<file path="src/hdl/ahdlc_pkg.sv">
`timescale 1ns / 1ps
// ----------------------------------------------------------------------------
// ahdlc_pkg: shared definitions for the async HDLC deframer
// Result codes, byte constants, the result record and the CRC-16 byte step.
// ----------------------------------------------------------------------------
package ahdlc_pkg;

    localparam logic [7:0]  FLAG_BYTE = 8'h7E;
    localparam logic [7:0]  ESC_BYTE  = 8'h7D;
    localparam logic [7:0]  ESC_XOR   = 8'h20;
    localparam logic [15:0] CRC_POLY  = 16'h8408;
    localparam logic [15:0] CRC_SEED  = 16'hFFFF;
    localparam logic [12:0] MAX_FRAME = 13'd4096;

    localparam logic [2:0] KIND_PAYLOAD   = 3'd0;
    localparam logic [2:0] KIND_GOOD      = 3'd1;
    localparam logic [2:0] KIND_BAD_CRC   = 3'd2;
    localparam logic [2:0] KIND_SHORT     = 3'd3;
    localparam logic [2:0] KIND_OVERFLOW  = 3'd4;
    localparam logic [2:0] KIND_DANGLING  = 3'd5;

    typedef struct packed {
        logic [2:0]  kind;
        logic [7:0]  payload;
        logic [12:0] length;
    } result_t;

    function automatic logic [15:0] crc_byte(input logic [15:0] crc, input logic [7:0] b);
        logic [15:0] c;
        c = crc ^ {8'h00, b};
        for (int k = 0; k < 8; k++)
        begin
            if (c[0])
            begin
                c = (c >> 1) ^ CRC_POLY;
            end
            else
            begin
                c = c >> 1;
            end
        end
        return c;
    endfunction

endpackage

</file>
<file path="src/hdl/ahdlc_in_stage.sv">
`timescale 1ns / 1ps
// ----------------------------------------------------------------------------
// ahdlc_in_stage: input register
// Captures one received byte per request and holds it until the core takes it.
// ----------------------------------------------------------------------------
module ahdlc_in_stage (
    input  logic       clk,
    input  logic       rst_n,
    input  logic       in_valid,
    output logic       in_ready,
    input  logic [7:0] rx_byte,
    input  logic       take,
    output logic       byte_valid,
    output logic [7:0] byte_data
);
    import ahdlc_pkg::*;

    logic       valid_reg;
    logic       valid_next;
    logic [7:0] data_reg;

    assign in_ready   = !valid_reg || take;
    assign valid_next = (in_valid && in_ready) ? 1'b1 : (take ? 1'b0 : valid_reg);

    always_ff @(posedge clk or negedge rst_n)
    begin
        if (!rst_n)
        begin
            valid_reg <= 1'b0;
        end
        else
        begin
            valid_reg <= valid_next;
        end
    end

    always_ff @(posedge clk)
    begin
        if (in_valid && in_ready)
        begin
            data_reg <= rx_byte;
        end
    end

    assign byte_valid = valid_reg;
    assign byte_data  = data_reg;

endmodule

</file>
<file path="src/hdl/ahdlc_core.sv">
`timescale 1ns / 1ps
// ----------------------------------------------------------------------------
// ahdlc_core: deframing state and per-byte logic
// Unescapes bytes, delays them through a two-byte hold, keeps the CRC and
// the counters, and forms at most one payload or verdict result for each byte.
// ----------------------------------------------------------------------------
module ahdlc_core (
    input  logic               clk,
    input  logic               rst_n,
    input  logic               step,
    input  logic [7:0]         rx_byte,
    input  logic               cfg_we,
    input  logic [12:0]        cfg_data,
    output logic               res_valid,
    output ahdlc_pkg::result_t res
);
    import ahdlc_pkg::*;

    logic [12:0] limit_reg;
    logic        esc_reg,  esc_next;
    logic [15:0] crc_reg,  crc_next;
    logic [1:0]  raw_reg,  raw_next;
    logic [12:0] cnt_reg,  cnt_next;
    logic        ovf_reg,  ovf_next;
    logic [7:0]  hold0_reg, hold0_next;
    logic [7:0]  hold1_reg, hold1_next;

    logic [12:0] eff_limit;
    logic [12:0] cnt_inc;
    logic [7:0]  b;
    logic        have_b;

    assign eff_limit = (limit_reg > MAX_FRAME) ? MAX_FRAME : limit_reg;
    assign cnt_inc   = cnt_reg + 13'd1;

    always_comb
    begin
        esc_next   = esc_reg;
        crc_next   = crc_reg;
        raw_next   = raw_reg;
        cnt_next   = cnt_reg;
        ovf_next   = ovf_reg;
        hold0_next = hold0_reg;
        hold1_next = hold1_reg;
        res_valid  = 1'b0;
        res        = '0;
        b          = rx_byte;
        have_b     = 1'b0;

        if (rx_byte == FLAG_BYTE)
        begin
            res_valid = 1'b1;
            if (raw_reg != 2'd3)
            begin
                res.kind = KIND_SHORT;
            end
            else if (ovf_reg)
            begin
                res.kind = KIND_OVERFLOW;
            end
            else if (esc_reg)
            begin
                res.kind = KIND_DANGLING;
            end
            else if (~crc_reg == {hold1_reg, hold0_reg})
            begin
                res.kind   = KIND_GOOD;
                res.length = cnt_reg - 13'd2;
            end
            else
            begin
                res.kind = KIND_BAD_CRC;
            end
            esc_next = 1'b0;
            crc_next = CRC_SEED;
            raw_next = 2'd0;
            cnt_next = 13'd0;
            ovf_next = 1'b0;
        end
        else
        begin
            if (raw_reg != 2'd3)
            begin
                raw_next = raw_reg + 2'd1;
            end
            if (!ovf_reg)
            begin
                if (esc_reg)
                begin
                    b        = rx_byte ^ ESC_XOR;
                    esc_next = 1'b0;
                    have_b   = 1'b1;
                end
                else if (rx_byte == ESC_BYTE)
                begin
                    esc_next = 1'b1;
                end
                else
                begin
                    have_b = 1'b1;
                end
            end
            if (have_b)
            begin
                cnt_next = cnt_inc;
                if (cnt_inc >= eff_limit)
                begin
                    ovf_next = 1'b1;
                end
                else if (cnt_inc > 13'd2)
                begin
                    res_valid   = 1'b1;
                    res.kind    = KIND_PAYLOAD;
                    res.payload = hold0_reg;
                    crc_next    = crc_byte(crc_reg, hold0_reg);
                    hold0_next  = hold1_reg;
                    hold1_next  = b;
                end
                else if (cnt_inc == 13'd1)
                begin
                    hold0_next = b;
                end
                else
                begin
                    hold1_next = b;
                end
            end
        end
    end

    always_ff @(posedge clk or negedge rst_n)
    begin
        if (!rst_n)
        begin
            limit_reg <= MAX_FRAME;
            esc_reg   <= 1'b0;
            crc_reg   <= CRC_SEED;
            raw_reg   <= 2'd0;
            cnt_reg   <= 13'd0;
            ovf_reg   <= 1'b0;
        end
        else
        begin
            if (cfg_we)
            begin
                limit_reg <= cfg_data;
            end
            if (step)
            begin
                esc_reg <= esc_next;
                crc_reg <= crc_next;
                raw_reg <= raw_next;
                cnt_reg <= cnt_next;
                ovf_reg <= ovf_next;
            end
        end
    end

    always_ff @(posedge clk)
    begin
        if (step)
        begin
            hold0_reg <= hold0_next;
            hold1_reg <= hold1_next;
        end
    end

endmodule

</file>
<file path="src/hdl/ahdlc_out_reg.sv">
`timescale 1ns / 1ps
// ----------------------------------------------------------------------------
// ahdlc_out_reg: result register
// Holds one result until the consumer takes it.
// ----------------------------------------------------------------------------
module ahdlc_out_reg (
    input  logic               clk,
    input  logic               rst_n,
    input  logic               load,
    input  ahdlc_pkg::result_t load_res,
    output logic               free,
    output logic               out_valid,
    input  logic               out_ready,
    output ahdlc_pkg::result_t out_res
);
    import ahdlc_pkg::*;

    logic    valid_reg;
    logic    valid_next;
    result_t res_reg;

    assign free       = !valid_reg || out_ready;
    assign valid_next = load ? 1'b1 : (out_ready ? 1'b0 : valid_reg);

    always_ff @(posedge clk or negedge rst_n)
    begin
        if (!rst_n)
        begin
            valid_reg <= 1'b0;
        end
        else
        begin
            valid_reg <= valid_next;
        end
    end

    always_ff @(posedge clk)
    begin
        if (load)
        begin
            res_reg <= load_res;
        end
    end

    assign out_valid = valid_reg;
    assign out_res   = res_reg;

endmodule

</file>
<file path="src/hdl/async_hdlc_deframer_crc16.sv">
`timescale 1ns / 1ps
// ----------------------------------------------------------------------------
// async_hdlc_deframer_crc16: async HDLC deframer with CRC-16/X-25 check
// Raw received bytes enter on the in channel, one per request. Each byte
// yields at most one request on the out channel: an unescaped payload byte
// (kind 0), or at the 0x7E flag a verdict: good with length, bad CRC, too
// short, overflow or dangling escape. Payload is streamed before its verdict,
// so the consumer must discard it unless the verdict is good.
// The byte is registered, processed combinationally in the core and registered
// again as a result; one byte is accepted every cycle while the consumer keeps
// up. When the consumer stalls, the result register holds and the input
// register fills; in_ready drops once both are full and returns when a result
// is taken. Reset clears all frame state, empties both registers and sets the
// limit to 4096. cfg_we writes the byte limit from cfg_data; the user must do
// so only while the block is idle, which the block itself does not enforce.
// ----------------------------------------------------------------------------
module async_hdlc_deframer_crc16 (
    input  logic        clk,
    input  logic        rst_n,
    input  logic        in_valid,
    output logic        in_ready,
    input  logic [7:0]  rx_byte,
    output logic        out_valid,
    input  logic        out_ready,
    output logic [2:0]  result_kind,
    output logic [7:0]  payload_byte,
    output logic [12:0] frame_length,
    input  logic        cfg_we,
    input  logic [12:0] cfg_data
);
    import ahdlc_pkg::*;

    logic       s1_valid;
    logic [7:0] s1_byte;
    logic       take;
    logic       out_free;
    logic       res_valid;
    result_t    res;
    result_t    out_res;

    assign take = s1_valid && out_free;

    ahdlc_in_stage u_in (
        .clk        (clk),
        .rst_n      (rst_n),
        .in_valid   (in_valid),
        .in_ready   (in_ready),
        .rx_byte    (rx_byte),
        .take       (take),
        .byte_valid (s1_valid),
        .byte_data  (s1_byte)
    );

    ahdlc_core u_core (
        .clk       (clk),
        .rst_n     (rst_n),
        .step      (take),
        .rx_byte   (s1_byte),
        .cfg_we    (cfg_we),
        .cfg_data  (cfg_data),
        .res_valid (res_valid),
        .res       (res)
    );

    ahdlc_out_reg u_out (
        .clk       (clk),
        .rst_n     (rst_n),
        .load      (take && res_valid),
        .load_res  (res),
        .free      (out_free),
        .out_valid (out_valid),
        .out_ready (out_ready),
        .out_res   (out_res)
    );

    assign result_kind  = out_res.kind;
    assign payload_byte = out_res.payload;
    assign frame_length = out_res.length;

`ifndef NO_ASSERTIONS
    a_payload_zero: assert property (@(posedge clk) disable iff (!rst_n)
        out_valid && result_kind != KIND_PAYLOAD |-> payload_byte == 8'd0)
        else $error("payload byte set on a verdict");

    a_length_zero: assert property (@(posedge clk) disable iff (!rst_n)
        out_valid && result_kind != KIND_GOOD |-> frame_length == 13'd0)
        else $error("frame length set on a result that is not a good frame");

    a_full_stall: assert property (@(posedge clk) disable iff (!rst_n)
        s1_valid && out_valid && !out_ready |-> !in_ready)
        else $error("input accepted while both registers are full");

    a_stall_hold: assert property (@(posedge clk) disable iff (!rst_n)
        out_valid && !out_ready |=> out_valid && $stable(out_res))
        else $error("stalled result changed");
`endif

endmodule

</file>
<file path="config.mk">
export PLATFORM = sky130hd
export DESIGN_NAME = async_hdlc_deframer_crc16
export DESIGN_NICKNAME = d
export VERILOG_FILES = /design/src/hdl/ahdlc_pkg.sv /design/src/hdl/ahdlc_in_stage.sv /design/src/hdl/ahdlc_core.sv /design/src/hdl/ahdlc_out_reg.sv /design/src/hdl/async_hdlc_deframer_crc16.sv
export SDC_FILE = /design/constraint.sdc
export NUM_CORES = 1
export LEC_CHECK = 0
export BUFFER_PORTS_ARGS = -buffer_cell sky130_fd_sc_hd__buf_2
export CORE_ASPECT_RATIO = 0.7
export CORE_UTILIZATION = 59
export DETAILED_ROUTE_END_ITERATION = 6
export GPL_ROUTABILITY_DRIVEN = 1
export PLACE_DENSITY = 0.83
export REMOVE_ABC_BUFFERS = 1
export SYNTH_ARGS = -nofsm -noshare
export SYNTH_HDL_FRONTEND = slang
export SYNTH_SLANG_ARGS = --single-unit
</file>
<file path="constraint.sdc">
create_clock -name clk -period 5 [get_ports clk]
set_input_delay 0.25 -clock clk [delete_from_list [all_inputs] [get_ports clk]]
set_output_delay 0.25 -clock clk [all_outputs]
set_load 0.005 [all_outputs]
</file>
==> results of run 1 <==
==> cell families (layout without fill, tap and decap cells) <==
| kind of cell | count (synthesis) | after routing | share of synthesized area [%] |
|---|---|---|---|
| AND/OR/NAND/NOR | 128 | 128 | 13.7 |
| multiplexers | 22 | 22 | 4.91 |
| AO/OA/AOI/OAI | 75 | 75 | 11.5 |
| buffers and inverters | 37 | 89 | 3.06 |
| XOR/XNOR | 52 | 52 | 9.07 |
| adder cells (fa/ha/maj) | 19 | 19 | 4.73 |
| flip-flops | 96 | 96 | 53.0 |
==> layer usage <==
layer | wire [um] | up-vias
met1 | 4720 | 1706
met4 | 166 | 0
met2 | 4500 | 156
met5 | 0 | -
met3 | 946 | 16
li1 | - | 1642
==> area by class of cell <==
cell class              count  share of cell area (%)
well taps                 101                    2.23
clock buffers              11                    4.11
inverters                  19                    1.26
flip-flops and latches     96                    47.1
repair buffers             54                    4.91
clock inverters             5                    1.44
multi-input cells         296                    39.0
==> through the flow <==
stage | utilization [%] | instance area [um2] | std cells | power (W)
6_report | 70.4 | 5660 | 582 | 0.00309
5_1_grt | 70.4 | 5660 | 582 | 0.00326
2_1_floorplan | - | 4940 | 411 | 0.00206
3_3_place_gp | 66.5 | 5350 | 566 | 0.00229
4_1_cts | 70.4 | 5660 | 582 | 0.00308
3_5_place_dp | 66.5 | 5350 | 566 | 0.00235
==> worst max-delay path, cell delays in order, from the launching register on <==
cell and delay, ns:
dfrtp_1 0.53, ha_1 0.30, and4_1 0.32, nand2_1 0.19, nor2_1 0.27, nand3_1 0.13, xnor2_1 0.18, ha_1 0.23
a21o_1 0.16, a21oi_1 0.23, nor4b_1 0.37, a22oi_1 0.30, a211oi_2 0.93, a2bb2oi_1 0.19
==> placed cells by master, fill, tap and decap left out, drive strengths merged, types with 4 or more instances in the layout <==
cell type  count
dfstp         17
inv           19
edfxtp        48
nor2          27
dfrtp         31
xor2          16
nor4          10
ha            19
o21ai         16
nand2         39
nand4          4
a21oi         14
and2          11
mux2          21
a2bb2oi       16
nor2b          6
clkbuf        11
buf           54
a211oi         4
xnor2         36
nand3         11
==> worst paths after layout <==
check	end	depth (start not counted)
max	u_core.crc_reg[7]	13
min	u_in.byte_data[1]	1
max reg2reg	u_core.crc_reg[7]	13
min reg2reg	u_core.hold1_reg[6]	0
max in group asynchronous	u_core.cnt_reg[8]	1
min in group asynchronous	u_core.limit_reg[3]	1
==> power by group through the flow <==
stage | Clock, W | Combinational, W | Sequential (W)
after CTS | 0.000730 | 0.00109 | 0.00127
after floorplan | 0 | 0.000834 | 0.00123
after global routing | 0.000762 | 0.00121 | 0.00130
after detailed placement | 0 | 0.00107 | 0.00128
after global placement | 0 | 0.00103 | 0.00127
final | 0.000722 | 0.00109 | 0.00127
==> summary.txt, run 1 <==
Worst setup path
  • CP Max Fanout: 15
  • Critical Path End Type: register
  • Source of the critical timing path: u_core.cnt_reg[0]
  • Critical Path AT: between 4 and 5 ns
  • FF-to-FF Start: u_core.cnt_reg[0]
  • R2R Setup Slk: roughly 0.57 ns
  • Crit path kind: register to register
  • Critical Path RT: about 5.2 ns
  • Startpoint types: register

Global route
  • Met3 Use GR: approximately 6.7%
  • Largest net degree at the start of global routing: around 50
  • Grt peak-use layer: met2
  • Antenna violations before repair: 0
  • First-pass GRT wire length: 17100 um
  • GR Util met1: 37.0%
  • Met2 usage: between 30% and 40%
  • Total GRT Usage: between 20% and 30%
  • Vias in the first global route: approximately 3400
  • Gr ovfl total: 0

Logic synthesis
  • Sequential fraction of the synthesis area: between 50% and 60%
  • Mapped Cells: between 400 and 500
  • Area contributors post-synth: edfxtp_1 29%, dfrtp_1 15%, dfstp_2 8.9%
  • Top-count cell post-synth: edfxtp_1
  • Yosys synthesis warning count: 0
  • Number of synthesized flops with an enable pin: 48
  • Cell accounting for the most synthesized area: edfxtp_1
  • Synthesized flop and latch total: 96
  • Syn avg cell area: 11.7 um2
  • Commonest cells in the netlist: 48 x edfxtp_1, 38 x nand2_1, 36 x xnor2_1, 31 x dfrtp_1, 27 x nor2_1
  • Synth Flop Type: edfxtp_1
  • Ys async rst share: approximately half
  • Mapped cell area: ~0.0050 mm2
  • Synth top area share: between 20% and 30%
  • Yosys cell types: 55

Outcome
  • Failing checks: DRC
  • Outcome: finished with violations

CTS
  • Max Buffers Root-to-Sink: 2
  • Clock net sink count: between 90 and 100
  • TritonCTS clock tree: yes
  • CTS Buf Count: 9
  • Clk root buf: clkbuf_16
  • Post-CTS Resized: 0
  • Clk_lat worst skew: 0.34 ns
  • Post-CTS setup buffer count: 0
  • Clock transition at path regs: ~0.070 ns
  • CTS H-tree lvls: 3
  • CTS Hold Bufs: 0

Finish
  • Register Area: 0.00266 mm2
  • Filler Cells Inserted: 589
  • Nets@finish: 521
  • N_diodes: 0
  • Layout cell share with drive strength beyond 1: 23.9%
  • Max reg flops: 24
  • Area grow syn2layout: 12.7%
  • Multi-input gate area: between 0.002 and 0.0025 mm2

Floorplan
  • Row count: 27
  • DIE AREA: 0.00889 mm2
  • IO Pins: 52
  • Core area: slightly above 0.008 mm2
  • Initial Utilization: between 60% and 70%
  • Die width: 112 um
  • Die span in y: slightly below 80 um

Job
  • Max-cap viol count: 0

Pwr
  • Worst IR Drop VDD: about 230 uV
  • Pwr dens: 545 mW/mm2
  • Switching pwr: approximately 0.0011 W
  • Fraction of power spent switching nets: a little over a third
  • Lkg Pwr: around 2.3 nW
  • Comb power frac: 35.4%
  • Clock power frac: between 20% and 30%
  • Int Pwr: 0.00201 W
  • Sequential Power Share: about two fifths

Timing
  • Unrepaired setup endpoints after global routing: false
  • Slew @ Worst Pin: about 1.1 ns
  • Final min period: between 4 and 5 ns
  • Fin Hold WS: 0.0849 ns
  • TNS Setup: 0 ns
  • Relative slew slack: about 30%
  • Final Cycle Share: about nine tenths
  • Final setup margin: around 0.57 ns
  • Setup violations, final: 0
  • Fmax: approximately 230 MHz
  • Fin. Hold Viols: 0
  • Pins Over Slew Limit: 0
  • Max Clock Skew: between 0.006 and 0.007 ns

Placed design
  • Gp weighted congestion: between 0.9 and 1
  • Hpwl dp: ~7400 um
  • IO buf count: 51
  • Worst slack at placement: between 0.6 and 0.7 ns

Hold path
  • Worst min path class: input port to register
  • Worst Min Path Start: rx_byte[1]

Detailed routing
  • Via count: 3520
  • Drt total wl: a little over 10000 um
  • Avg WL per Cell: around 18 um
  • Iter 0 DRT Violations: approximately 260
  • Detail Route Antenna Nets: 0
  • DRC Markers: 2
  • Drt pass-1 iters: 7
  • Via-per-instance ratio: a little over 6
Power figures use the tool's default switching activity.
==> run 2, diff against run 1 <==
--- a/config.mk
+++ b/config.mk
@@ -7,10 +7,11 @@
 export LEC_CHECK = 0
 export BUFFER_PORTS_ARGS = -buffer_cell sky130_fd_sc_hd__buf_2
 export CORE_ASPECT_RATIO = 0.7
-export CORE_UTILIZATION = 59
+export CORE_UTILIZATION = 35
 export DETAILED_ROUTE_END_ITERATION = 6
 export GPL_ROUTABILITY_DRIVEN = 1
-export PLACE_DENSITY = 0.83
+export PLACE_DENSITY = 0.55
+export RECOVER_POWER = 50
 export REMOVE_ABC_BUFFERS = 1
 export SYNTH_ARGS = -nofsm -noshare
 export SYNTH_HDL_FRONTEND = slang
==> run 2 against run 1 <==
- the run ends with capacitance limit, slew limit left
- via count is 4.3% lower
- critical path depth stayed put
- setup slack better by 0.28 ns
- total power is 2.0% lower
- clock power is 5.8% lower
- clock-buffer cell count stayed put
- largest power group unchanged
- highest routed layer unchanged
==> summary.txt, run 2 (synthesized netlist as in run 1, its figures left out) <==
Global route
  • Largest net degree at the start of global routing: 49
  • First-pass GRT wire length: 17800 um
  • Vias in the first global route: 3251
  • Gr ovfl total: 0
  • Total GRT Usage: between 15 and 20%
  • Antenna violations before repair: 0

Finish
  • Max reg flops: 24
  • Commonest non-fill, non-tap cell in the layout: edfxtp_1
  • N_diodes: 0
  • Nets@finish: 523
  • Layout cell share with drive strength beyond 1: about a fifth
  • Multi-input gate area: between 0.002 and 0.0025 mm2
  • Area grow syn2layout: 14.4%
  • Filler Cells Inserted: about 1400
  • Register Area: around 0.0027 mm2
  • Most frequent cells in the layout: 48 x edfxtp_1, 38 x nand2_1, 36 x xnor2_1
  • Finished Layout Cells: ~670

Detailed routing
  • Max layer used: met4
  • Iter 0 DRT Violations: 253
  • Via count: roughly 3400
  • DRC Markers: 0
  • Metal1 wirelength: between 6000 and 7000 um
  • Drt total wl: about 11000 um
  • Avg WL per Cell: 16.0 um
  • Via-per-instance ratio: between 5 and 6
  • Met3 WL: 570 um
  • Detail Route Antenna Nets: 0
  • Met2 WL: between 4000 and 5000 um
  • Drt pass-1 iters: 4

Outcome
  • Failing checks: capacitance limit, slew limit
  • Outcome: finished with violations

Pwr
  • Worst IR Drop VDD: between 150 and 200 uV
  • Lkg Pwr: around 2.2 nW
  • Pwr dens: 527 mW/mm2

Floorplan
  • DIE AREA: between 0.01 and 0.015 mm2
  • Core area: between 0.01 and 0.015 mm2
  • IO Pins: 52
  • Die width: between 100 and 150 um
  • Row count: 36
  • Initial Utilization: 36.0%
  • Die span in y: slightly above 100 um

Timing
  • Final Cycle Share: 82.9%
  • Max Clock Skew: between 0.008 and 0.009 ns
  • Final min period: 4.15 ns
  • TNS Setup: 0 ns
  • Fin. Hold Viols: 0
  • Fmax: 241 MHz
  • Pins Over Slew Limit: between 40 and 50
  • Relative slew slack: -80.4%
  • Unrepaired setup endpoints after global routing: false
  • Final setup margin: ~0.85 ns
  • Slew @ Worst Pin: 2.71 ns
  • Setup violations, final: 0

Job
  • Max-cap viol count: 1

Placed design
  • Gp weighted congestion: around 0.82
  • IO buf count: 51
  • Hpwl dp: 7820 um
  • Dpl cells: about 660
  • Worst slack at placement: 0.922 ns

CTS
  • Clock net sink count: 96
  • CTS Hold Bufs: 0
  • Clk_lat worst skew: 0.34 ns
  • CTS H-tree lvls: 3
  • TritonCTS clock tree: yes
  • Clk root buf: clkbuf_16
  • Post-CTS setup buffer count: 0
  • Post-CTS Resized: 0
  • CTS Buf Count: 9
  • Clock transition at path regs: 0.07 ns
  • Max Buffers Root-to-Sink: 2

Worst setup path
  • Crit path largest cell delay: between 0.5 and 0.6 ns
  • Critical Path RT: around 5 ns
  • Startpoint types: register
  • CP max stage cell: dfrtp_1
  • CP Cell Sequence: ha_1, and4_1, nand2_1, nor2_1, nand3_1, xnor2_1, ha_1, a21o_1, a21oi_1, nor4b_1, a21oi_1, a311oi_4, buf_12
  • Critical Path AT: 4.18 ns
  • Critical Path End Type: register
  • Source of the critical timing path: u_core.cnt_reg[0]
  • FF-to-FF Start: u_core.cnt_reg[0]
  • Crit path kind: register to register
  • CP Max Fanout: 37

Hold path
  • Worst min path class: input port to register
  • Worst Min Path Start: rx_byte[6]
==> run 2: changes by cell type in the layout (fill, tap and decap cells not counted), sizes merged <==
cell | previous run | this run
clkinvlp | 1 | 2
buf | 54 | 35
clkbuf | 11 | 32
bufinv | 2 | 1
==> run 2: area by class of cell <==
class	instances	share of cell area [%]
sequential	96	46.3
tap	190	4.14
inverter	19	1.24
clock inverter	5	1.00
timing repair buffer	56	4.85
clock buffer	11	4.05
multi-input combinational	296	38.4
==> run 2: worst max-delay path: cells and delay by family (launching register included) <==
| family | cells | cell delay (ns) |
|---|---|---|
| AOI/OAI and AO/OA | 4 | 1.03 |
| DFF | 1 | 0.53 |
| xor gates and xnor gates | 1 | 0.19 |
| adders and majority gates | 2 | 0.52 |
| buffers and inverters | 1 | 0.29 |
| and+or+nand+nor | 5 | 1.27 |
==> run 2: worst paths after layout <==
| kind | to | slack (ns) | cells past startpoint |
|---|---|---|---|
| min | u_in.byte_data[6] | 0.08 | 1 |
| min in group asynchronous | u_core.limit_reg[3] | 0.76 | 1 |
| max | u_out.out_res[10] | 0.85 | 13 |
| max in group asynchronous | u_core.cnt_reg[9] | 2.70 | 1 |
| max reg2reg | u_out.out_res[10] | 0.85 | 13 |
| min reg2reg | u_core.hold1_reg[2] | 0.50 | 0 |
==> run 2: through the flow <==
step | util (%) | total power (W) | area [um2] | hold WS, ns
final | 41.2 | 0.00303 | 5750 | 0.0820
after global routing | 41.2 | 0.00323 | 5750 | 0.0723
after CTS | 41.4 | 0.00306 | 5770 | 0.0774
after detailed placement | 39.3 | 0.00236 | 5480 | 0.433
after global placement | 39.3 | 0.00235 | 5480 | 0.429
after floorplan | - | 0.00206 | 4940 | -0.0456
==> run 2: power breakdown <==
group          switching [W]  internal [W]  total [W]  leakage (nW)
registers           0.000180       0.00109    0.00127          1.01
clock network       0.000293      0.000387   0.000680         0.133
logic               0.000592      0.000489    0.00108          1.09
total                0.00106       0.00196    0.00303          2.23
==> run 2: per-layer routing <==
| metal | up-vias | GRT usage [%] |
|---|---|---|
| li1 | 1651 | - |
| met1 | 1594 | 24.5 |
| met2 | 112 | 20.5 |
| met3 | 10 | 3.44 |
| met4 | 0 | 5.10 |
| met5 | - | 0 |
